[config.mk]
export PLATFORM = sky130hd
export DESIGN_NAME = radix_digit_formatter_top
export DESIGN_NICKNAME = d
export VERILOG_FILES = /design/src/design/rdf_pkg.sv /design/src/design/radix_digit_formatter_top.sv /design/src/design/rdf_front.sv /design/src/design/rdf_dec_stage.sv /design/src/design/rdf_serializer.sv
export SDC_FILE = /design/constraint.sdc
export NUM_CORES = 2
export LEC_CHECK = 0
export ABC_AREA = 1
export BUFFER_PORTS_ARGS = -buffer_cell sky130_fd_sc_hd__buf_2
export CAP_MARGIN = 20
export CORE_MARGIN = 8
export CORE_UTILIZATION = 50
export CTS_BUF_LIST = sky130_fd_sc_hd__clkbuf_8
export DETAILED_ROUTE_END_ITERATION = 6
export GPL_TIMING_DRIVEN = 0
export PLACE_DENSITY = 0.67
export REMOVE_ABC_BUFFERS = 1
export SETUP_SLACK_MARGIN = 0.1
export SLEW_MARGIN = 5
export SYNTH_ARGS = -nofsm -noshare
export SYNTH_HDL_FRONTEND = slang
export SYNTH_HIERARCHICAL = 1
export SYNTH_SLANG_ARGS = --single-unit
[constraint.sdc]
create_clock -name i_clk -period 85.2 [get_ports i_clk]
set_clock_uncertainty 0.2 [all_clocks]
set_input_delay 8.52 -clock i_clk [delete_from_list [all_inputs] [get_ports i_clk]]
set_output_delay 8.52 -clock i_clk [all_outputs]
set_load 0.01 [all_outputs]
[src/design/rdf_pkg.sv]
// ----------------------------------------------------------------------------
// rdf_pkg
// Shared types, codes and tables for the radix digit formatter.
// ----------------------------------------------------------------------------
package rdf_pkg;

    localparam int VALUE_W = 32;
    localparam int DEC_DIGITS = 10;
    localparam int POS_W = 5;
    localparam int CNT_W = 6;
    localparam int WIDE_W = 38;

    typedef enum logic [1:0] {
        RADIX_BIN = 2'd0,
        RADIX_OCT = 2'd1,
        RADIX_DEC = 2'd2,
        RADIX_HEX = 2'd3
    } t_radix;

    typedef enum logic [1:0] {
        SIZE_BYTE = 2'd0,
        SIZE_WORD = 2'd1,
        SIZE_LONG = 2'd2,
        SIZE_ALT_LONG = 2'd3
    } t_size;

    typedef struct packed {
        logic [VALUE_W-1:0] value;
        logic [VALUE_W-1:0] rem;
        logic [DEC_DIGITS-1:0][3:0] digits;
        t_radix radix;
        logic [CNT_W-1:0] ndig;
        logic pad;
    } t_item;

    // Digit count per radix and size.
    function automatic logic [CNT_W-1:0] digit_count(t_radix rc, t_size sz);
        logic [CNT_W-1:0] n;
        n = '0;
        case (rc)
            RADIX_BIN: begin
                case (sz)
                    SIZE_BYTE: n = CNT_W'(8);
                    SIZE_WORD: n = CNT_W'(16);
                    default:   n = CNT_W'(32);
                endcase
            end
            RADIX_OCT: begin
                case (sz)
                    SIZE_BYTE: n = CNT_W'(3);
                    SIZE_WORD: n = CNT_W'(6);
                    default:   n = CNT_W'(11);
                endcase
            end
            RADIX_DEC: begin
                case (sz)
                    SIZE_BYTE: n = CNT_W'(3);
                    SIZE_WORD: n = CNT_W'(5);
                    default:   n = CNT_W'(10);
                endcase
            end
            default: begin
                case (sz)
                    SIZE_BYTE: n = CNT_W'(2);
                    SIZE_WORD: n = CNT_W'(4);
                    default:   n = CNT_W'(8);
                endcase
            end
        endcase
        return n;
    endfunction

    function automatic logic [WIDE_W-1:0] pow10(int e);
        logic [WIDE_W-1:0] p;
        p = WIDE_W'(1);
        for (int i = 0; i < e; i++) begin
            p = WIDE_W'(p * WIDE_W'(10));
        end
        return p;
    endfunction

    function automatic logic [6:0] to_ascii(logic [3:0] d);
        logic [6:0] c;
        if (d < 4'd10) begin
            c = 7'(d) + 7'd48;
        end else begin
            c = 7'(d) + 7'd55;
        end
        return c;
    endfunction

endpackage

[src/design/radix_digit_formatter_top.sv]
// ----------------------------------------------------------------------------
// radix_digit_formatter_top
// Unsigned value to ASCII digits in binary, octal, decimal or hex, MSB first.
// ----------------------------------------------------------------------------
// channel  dir  tdata                      tuser                      tlast
// s        in   [31:0] value               [1:0] size [3:2] radix     -
//                                          [4] pad_zeros
// m        out  [6:0] ascii_char, [7] 0    -                          last_char
//
// Input stage, ten decimal digit stages and the serializer form a pipeline;
// a request passes the input, stage and serializer item registers before its
// first character is registered for output. The serializer visits every digit
// position (suppressed ones too) before it takes the next number.
// Reset clears all valid bits and the serializer's control state; data registers are not reset.
// Stalls on the output hold the character register and back up the pipeline.
// ----------------------------------------------------------------------------
module radix_digit_formatter_top import rdf_pkg::*; (
    input  logic        i_clk,
    input  logic        i_rst_n,
    input  logic        i_s_tvalid,
    output logic        o_s_tready,
    input  logic [31:0] i_s_tdata,   // [31:0] value
    input  logic [4:0]  i_s_tuser,   // [1:0] size_code, [3:2] radix_code, [4] pad_zeros
    output logic        o_m_tvalid,
    input  logic        i_m_tready,
    output logic [7:0]  o_m_tdata,   // [6:0] ascii_char, [7] zero
    output logic        o_m_tlast    // last_char
);

    logic  [DEC_DIGITS:0] valid_c;
    logic  [DEC_DIGITS:0] ready_c;
    t_item                item_c [DEC_DIGITS+1];
    logic  [6:0]          ochar;

    rdf_front u_front (
        .i_clk      (i_clk),
        .i_rst_n    (i_rst_n),
        .i_valid    (i_s_tvalid),
        .i_value    (i_s_tdata),
        .i_size     (t_size'(i_s_tuser[1:0])),
        .i_radix    (t_radix'(i_s_tuser[3:2])),
        .i_pad      (i_s_tuser[4]),
        .o_ready    (o_s_tready),
        .o_valid    (valid_c[0]),
        .o_item     (item_c[0]),
        .i_ready_dn (ready_c[0])
    );

    // Stage j resolves decimal digit DEC_DIGITS-1-j.
    for (genvar j = 0; j < DEC_DIGITS; j++) begin : g_dec
        rdf_dec_stage #(.K(DEC_DIGITS - 1 - j)) u_stage (
            .i_clk      (i_clk),
            .i_rst_n    (i_rst_n),
            .i_valid    (valid_c[j]),
            .i_item     (item_c[j]),
            .o_ready    (ready_c[j]),
            .o_valid    (valid_c[j+1]),
            .o_item     (item_c[j+1]),
            .i_ready_dn (ready_c[j+1])
        );
    end

    rdf_serializer u_ser (
        .i_clk      (i_clk),
        .i_rst_n    (i_rst_n),
        .i_valid    (valid_c[DEC_DIGITS]),
        .i_item     (item_c[DEC_DIGITS]),
        .o_ready    (ready_c[DEC_DIGITS]),
        .o_m_tvalid (o_m_tvalid),
        .i_m_tready (i_m_tready),
        .o_char     (ochar),
        .o_m_tlast  (o_m_tlast)
    );

    assign o_m_tdata = {1'b0, ochar};

endmodule

[src/design/rdf_front.sv]
// ----------------------------------------------------------------------------
// rdf_front
// Input stage: masks the value to its size and looks up the digit count.
// ----------------------------------------------------------------------------
module rdf_front import rdf_pkg::*; (
    input  logic                i_clk,
    input  logic                i_rst_n,
    input  logic                i_valid,
    input  logic [VALUE_W-1:0]  i_value,
    input  t_size               i_size,
    input  t_radix              i_radix,
    input  logic                i_pad,
    output logic                o_ready,
    output logic                o_valid,
    output t_item               o_item,
    input  logic                i_ready_dn
);

    logic  r_valid;
    t_item r_item;
    t_item n_item;

    assign o_ready = !r_valid || i_ready_dn;

    always_comb begin
        n_item = '0;
        case (i_size)
            SIZE_BYTE: n_item.value = {24'd0, i_value[7:0]};
            SIZE_WORD: n_item.value = {16'd0, i_value[15:0]};
            default:   n_item.value = i_value;
        endcase
        n_item.rem   = n_item.value;
        n_item.radix = i_radix;
        n_item.ndig  = digit_count(i_radix, i_size);
        n_item.pad   = i_pad;
    end

    always_ff @(posedge i_clk) begin
        if (!i_rst_n) begin
            r_valid <= 1'b0;
        end else if (o_ready) begin
            r_valid <= i_valid;
        end
    end

    always_ff @(posedge i_clk) begin
        if (o_ready) begin
            r_item <= n_item;
        end
    end

    assign o_valid = r_valid;
    assign o_item  = r_item;

endmodule

[src/design/rdf_dec_stage.sv]
// ----------------------------------------------------------------------------
// rdf_dec_stage
// One decimal digit per stage: compares the remainder against the nine
// multiples of its power of ten and subtracts the largest that fits.
// ----------------------------------------------------------------------------
module rdf_dec_stage import rdf_pkg::*; #(
    parameter int K = 0
) (
    input  logic   i_clk,
    input  logic   i_rst_n,
    input  logic   i_valid,
    input  t_item  i_item,
    output logic   o_ready,
    output logic   o_valid,
    output t_item  o_item,
    input  logic   i_ready_dn
);

    localparam logic [WIDE_W-1:0] P = pow10(K);

    logic              r_valid;
    t_item             r_item;
    t_item             n_item;
    logic [WIDE_W-1:0] ext;
    logic [WIDE_W-1:0] sub;
    logic [3:0]        d;

    assign o_ready = !r_valid || i_ready_dn;

    always_comb begin
        ext = {{(WIDE_W-VALUE_W){1'b0}}, i_item.rem};
        d   = '0;
        sub = '0;
        for (int m = 1; m < 10; m++) begin
            if (ext >= WIDE_W'(WIDE_W'(m) * P)) begin
                d   = 4'(m);
                sub = WIDE_W'(WIDE_W'(m) * P);
            end
        end
        n_item           = i_item;
        n_item.digits[K] = d;
        n_item.rem       = VALUE_W'(ext - sub);
    end

    always_ff @(posedge i_clk) begin
        if (!i_rst_n) begin
            r_valid <= 1'b0;
        end else if (o_ready) begin
            r_valid <= i_valid;
        end
    end

    always_ff @(posedge i_clk) begin
        if (o_ready) begin
            r_item <= n_item;
        end
    end

    assign o_valid = r_valid;
    assign o_item  = r_item;

endmodule

[src/design/rdf_serializer.sv]
// ----------------------------------------------------------------------------
// rdf_serializer
// Walks the digit positions from the top, drops leading zeros unless padding
// is asked for, and drives the registered character output.
// ----------------------------------------------------------------------------
module rdf_serializer import rdf_pkg::*; (
    input  logic        i_clk,
    input  logic        i_rst_n,
    input  logic        i_valid,
    input  t_item       i_item,
    output logic        o_ready,
    output logic        o_m_tvalid,
    input  logic        i_m_tready,
    output logic [6:0]  o_char,
    output logic        o_m_tlast
);

    logic             r_busy;
    logic [POS_W-1:0] r_pos;
    logic             r_sending;
    t_item            r_item;
    logic             r_ovalid;
    logic [6:0]       r_char;
    logic             r_last;

    logic [VALUE_W+2:0] vext;
    logic [5:0]         shamt;
    logic [VALUE_W+2:0] shifted;
    logic [3:0]         d;
    logic               emit;
    logic               slot_free;
    logic               fire;

    assign o_ready   = !r_busy;
    assign slot_free = !r_ovalid || i_m_tready;

    always_comb begin
        vext  = {3'b000, r_item.value};
        shamt = '0;
        case (r_item.radix)
            RADIX_BIN: shamt = 6'(r_pos);
            RADIX_OCT: shamt = 6'({r_pos, 1'b0}) + 6'(r_pos);
            RADIX_HEX: shamt = 6'({r_pos, 2'b00});
            default:   shamt = '0;
        endcase
        shifted = vext >> shamt;
        case (r_item.radix)
            RADIX_BIN: d = {3'b000, shifted[0]};
            RADIX_OCT: d = {1'b0, shifted[2:0]};
            RADIX_HEX: d = shifted[3:0];
            default:   d = r_item.digits[r_pos[3:0]];
        endcase
        emit = r_sending || (d != 4'd0) || (r_pos == '0);
        fire = r_busy && emit && slot_free;
    end

    always_ff @(posedge i_clk) begin
        if (!i_rst_n) begin
            r_busy    <= 1'b0;
            r_sending <= 1'b0;
            r_ovalid  <= 1'b0;
            r_pos     <= '0;
        end else begin
            if (!r_busy) begin
                if (i_valid) begin
                    r_busy    <= 1'b1;
                    r_sending <= i_item.pad;
                    r_pos     <= POS_W'(i_item.ndig - CNT_W'(1));
                end
            end else if (!emit) begin
                r_pos <= r_pos - POS_W'(1);
            end else if (slot_free) begin
                r_sending <= 1'b1;
                if (r_pos == '0) begin
                    r_busy <= 1'b0;
                end else begin
                    r_pos <= r_pos - POS_W'(1);
                end
            end

            if (fire) begin
                r_ovalid <= 1'b1;
            end else if (i_m_tready) begin
                r_ovalid <= 1'b0;
            end
        end
    end

    always_ff @(posedge i_clk) begin
        if (!r_busy && i_valid) begin
            r_item <= i_item;
        end
        if (fire) begin
            r_char <= to_ascii(d);
            r_last <= (r_pos == '0);
        end
    end

    assign o_m_tvalid = r_ovalid;
    assign o_char     = r_char;
    assign o_m_tlast  = r_last;

endmodule

### Word level (Yosys, flattened, before mapping)

Cells that the tools add are included.

* register bits after elaboration: 1049
* bits in latches: 0
* bits in writable memories: 0
* bits in read-only memories: 0
* input bits: 41
* output and inout port bits: 11
* word-level logic and storage cells: 485
* memories: 0

* add/subtract/negate cells: 14
* multipliers: 0
* div/mod/pow operators: 0
* $lt $le $gt $ge: 87
* equal/unequal tests: 9
* shift operators: 1
* multiplexer cells: 178
* bitwise logic cells: 0
* reductions and logical operators: 49

Operator list (number)
* $ge 32x10->1 const B: 5
* $ge 32x20->1 const B: 5
* $ge 32x30->1 const B: 5
* $mux 30: 5
* $ge 32x13->1 const B: 4
* $ge 32x17->1 const B: 4
* $ge 32x23->1 const B: 4
* $ge 32x27->1 const B: 4
* $ge 32x3->1 const B: 4
* $ge 32x7->1 const B: 4
* $mux 27: 4
* $mux 3: 36
* $mux 20: 5
* $ge 32x16->1 const B: 3
* $ge 32x19->1 const B: 3
* $ge 32x26->1 const B: 3
* $ge 32x29->1 const B: 3
* $ge 32x4->1 const B: 3
* $ge 32x6->1 const B: 3
* $ge 32x9->1 const B: 3
* $mux 23: 4
* $mux 29: 3
* $mux 26: 3
* $mux 17: 4
* other kinds (76): 214

### Logic depth before layout (Yosys ltp)

* word-level depth: 12
* depth in mapped cells: 27

### Hierarchy

The synthesis kept the hierarchy.

By module, submodules not included
* rdf_dec_stage at g_dec[1].u_stage: instances 1, cells each 543, area an instance 5695.5 um2, sequential area each 3413.3 um2
* rdf_dec_stage at g_dec[2].u_stage: instances 1, cells each 546, area an instance 5667.9 um2, sequential area each 3413.3 um2
* rdf_dec_stage at g_dec[3].u_stage: instances 1, cells each 513, area an instance 5517.8 um2, sequential area each 3413.3 um2
* rdf_dec_stage at g_dec[4].u_stage: instances 1, cells each 471, area an instance 5272.6 um2, sequential area each 3413.3 um2
* rdf_dec_stage at g_dec[0].u_stage: instances 1, cells each 450, area an instance 5146.2 um2, sequential area each 3383.2 um2
* rdf_dec_stage at g_dec[5].u_stage: instances 1, cells each 432, area an instance 5079.9 um2, sequential area each 3413.3 um2
* rdf_dec_stage at g_dec[6].u_stage: instances 1, cells each 395, area an instance 4974.8 um2, sequential area each 3413.3 um2
* rdf_dec_stage at g_dec[7].u_stage: instances 1, cells each 374, area an instance 4862.2 um2, sequential area each 3413.3 um2
* rdf_serializer: instances 1, cells each 548, area an instance 4820.9 um2, sequential area each 2622.5 um2
* rdf_dec_stage at g_dec[8].u_stage: instances 1, cells each 364, area an instance 4729.5 um2, sequential area each 3413.3 um2
* rdf_dec_stage at g_dec[9].u_stage: instances 1, cells each 306, area an instance 4465.5 um2, sequential area each 3413.3 um2
* rdf_front: instances 1, cells each 193, area an instance 2137.0 um2, sequential area each 1251.2 um2
* radix_digit_formatter_top: instances 1, cells each 2, area an instance 11.3 um2, sequential area each 0.0 um2

### Worst setup path before layout

Ideal clock, no wire load.

* path kind: register to output
* start point: reg u_ser.r_busy
* end point: out o_s_tready
* arrival: 27817 ps
* required time: 76480 ps
* path slack: 48663 ps
* cell stages (with the launch flop): 24
* path buffers: 0
* cell sequence: dfxtp_1 inv_1 inv_1 nand2_1 inv_1 nand2_1 inv_1 nand2_1 inv_1 nand2_1 inv_1 nand2_1 inv_1 nand2_1 inv_1 nand2_1 inv_1 nand2_1 inv_1 nand2_1 inv_1 nand2_1 inv_1 nand2_1

* longest elaborated chain between the ends: 12

RTL lines
* from (decl): line rdf_serializer.sv:18 `logic r_busy;`
* from (signal assigned): line rdf_serializer.sv:59 `r_busy <= 1'b0;`
* from (signal assigned): line rdf_serializer.sv:66 `r_busy <= 1'b1;`
* from (signal assigned): line rdf_serializer.sv:75 `r_busy <= 1'b0;`
* $logic_not 1->1
* via ready_c[10]: line radix_digit_formatter_top.sv:31 `logic [DEC_DIGITS:0] ready_c;`
* $logic_or 1x1->1: line rdf_dec_stage.sv:28 `assign o_ready = !r_valid || i_ready_dn;`
* via ready_c[9]: line radix_digit_formatter_top.sv:31
* $logic_or 1x1->1: line rdf_dec_stage.sv:28
* via ready_c[8]: line radix_digit_formatter_top.sv:31
* $logic_or 1x1->1: line rdf_dec_stage.sv:28
* via ready_c[7]: line radix_digit_formatter_top.sv:31
* [... 1 more ...]
* via ready_c[6]: line radix_digit_formatter_top.sv:31
* [... 1 more ...]
* via ready_c[5]: line radix_digit_formatter_top.sv:31
* [... 1 more ...]
* via ready_c[4]: line radix_digit_formatter_top.sv:31
* [... 1 more ...]
* via ready_c[3]: line radix_digit_formatter_top.sv:31
* $logic_or 1x1->1: line rdf_dec_stage.sv:28
* via ready_c[2]: line radix_digit_formatter_top.sv:31
* $logic_or 1x1->1: line rdf_dec_stage.sv:28
* via ready_c[1]: line radix_digit_formatter_top.sv:31
* $logic_or 1x1->1: line rdf_dec_stage.sv:28
* via ready_c[0]: line radix_digit_formatter_top.sv:31
* $logic_or 1x1->1: line rdf_front.sv:23 `assign o_ready = !r_valid || i_ready_dn;`
* to (decl): line radix_digit_formatter_top.sv:21 `output logic o_s_tready,`

The timed path passes the listed nets, and every way through them passes these cells.

### Worst setup path in the final report

Same ends and word-level chain as after synthesis.

==> flow_summary_export.csv <==
group,metric,value,unit
status,status,"finished with violations",
status,violations,"DRC",
global_route,grt_pass1_wl,158,mm
place,pre_cts_slack,66.22,ns
place,io_buffer_count,50,
layout,multiInputGateArea,0.0167,mm2
route,first_iter_violations,2177,
timing,slew_headroom,41.0,%
global_route,grt_overflow_total,0,
critical_path,crit_family,"simple AND/OR/NAND/NOR gates",
critical_path,cp.required,76.48,ns
critical_path,criticalPathCategory,"reg2out",
layout,final_core_utilization,55.4,%
critical_path,critical_path.max_fanout,65,
layout,final_cell_mix,"edfxtp_1 (1029), nand2_1 (979), inv_1 (621), nor2_1 (499), nand3_1 (254)",
route,drtPass1Iterations,7,
synthesis,synthesis.instances,4737,
layout,ff_latch_area,0.0313,mm2
place,dp_hpwl,70.9,mm
route,avgRoutedWirePerCell,15.2,um
clock_network,clk_path_buf_depth,3,
critical_path,cp-end-kind,"output pin",
route,drc_errors,4,
floorplan,fp.dieW,334,um
timing,setup_viol,0,
timing,fin_ws,65.82,ns
layout,area_delta_synth_final,9.72,%
critical_path,cp_slowest_cell,"nand2_4",
floorplan,pin_count,52,
place,routabilityCongestion,0.885,
route,viasPerCell,5.08,
power_and_ir_drop,ir_drop,0.0140,mV
critical_path,cpMostUsedCell,"inv_1",
timing,timing.fmax,0.0516,GHz
clock_network,cts_sinks,1048,
place,placed_cells,6033,
clock_network,cts-hold-fix-buffers,0,
clock_network,cts_max_level,4,
critical_path,cp.arrival,10.66,ns
floorplan,die_y,334,um
power_and_ir_drop,pwr_density_cell,27.9,mW/mm2
floorplan,rows,116,
global_route,antenna_found_initial,2,
layout,drive_gt1_share,11.1,%
layout,nNetsFinal,5090,
timing,fin_crit,19.38,ns
route,ant_nets,0,
hold_path,holdCritPathClass,"reg2reg",
route,num_vias,32185,
global_route,track_usage,17.2,%
power_and_ir_drop,p_leak,22.9,nW
synthesis,synth_area,0.0506,mm2
clock_network,insertion_delay,0.82,ns
critical_path,critPathBufInv,21,
floorplan,core,0.100,mm2
floorplan,start_util,50.5,%
timing,rsz0062_at_grt,"no",
clock_network,root_buffer,"clkbuf_8",
timing,maxSlewViolCount,0,
critical_path,start_kind,"flip-flop",
global_route,grt_pass1_vias,31563,
synthesis,ys.warnings.count,6,
layout,stdcell_count,6335,
timing,fin_setup_tns,0,ns
layout,final_common_cell,"edfxtp_1",
critical_path,critical-path-max-stage-delay,0.67,ns
synthesis,synth_area_per_cell,10.7,um2
job,drv_cap,0,
timing,worstMarginPinSlew,0.885,ns
clock_network,cts.clk_slew.worst_paths,0.06,ns
timing,hold_viol,0,
critical_path,r2r_slack,74.99,ns
layout,fill_cells,8447,
global_route,grt_max_degree,66,
timing,post-route-period-util,22.8,%
clock_network,cts_tree,"done",
route,wl,96.4,mm
floorplan,die-area,0.112,mm2
clock_network,cts_setup_buffers,0,
clock_network,cts_buffers,163,
clock_network,post_cts_resized,0,
## per-layer routing
metal	share of wire (%)	global-route usage (%)
met5	0	0
met4	2.7	6.42
met3	4.6	3.02
met2	46	27.9
met1	47	23.1
## through the flow
stage | hold WS (ns) | instance area (um2) | total power, mW
6_report | 0.189 | 55500 | 1.55
4_1_cts | 0.183 | 55500 | 1.56
5_1_grt | 0.189 | 55500 | 1.65
3_5_place_dp | 0.205 | 52500 | 1.17
2_1_floorplan | 0.200 | 50100 | 1.05
3_3_place_gp | 0.201 | 52000 | 1.17
## path summary, 6_finish.rpt
check	from	endpoint	cells past startpoint
hold / removal	g_dec[0].u_stage/o_item[94]	g_dec[1].u_stage/o_item[94]	0
setup / recovery	u_ser/r_busy	o_s_tready	32
setup reg to reg	u_ser/r_busy	u_front/o_item[62]	31
hold reg to reg	g_dec[0].u_stage/o_item[94]	g_dec[1].u_stage/o_item[94]	0
## cell type report
type | count | share of cell area [%]
Sequential cell | 1048 | 56.4
Tap cell | 1298 | 2.93
Multi-Input combinational cell | 3019 | 30.0
Timing Repair Buffer | 66 | 1.10
Antenna cell | 2 | 0.00902
Inverter | 602 | 4.09
Clock buffer | 167 | 4.14
Clock inverter | 133 | 1.36
## where the power goes
part / switching [mW] / leakage (nW) / internal, mW
clock: 0.189 / 1.78 / 0.197
sequential: 0.0858 / 11.2 / 0.672
combinational: 0.260 / 9.95 / 0.144
total: 0.535 / 22.9 / 1.01
## registers in the layout (all words and copies together) (netlist names)
register	flops
g_dec.u_stage/o_item	907
u_ser/r_item	74
u_front/o_item	40
g_dec.u_stage/o_valid	10
u_ser/o_char	7
u_ser/r_pos	5
u_front/o_valid	1
u_ser/o_m_tlast	1
u_ser/o_m_tvalid	1
u_ser/r_busy	1
u_ser/r_sending	1
Power figures use the tool's default switching activity.
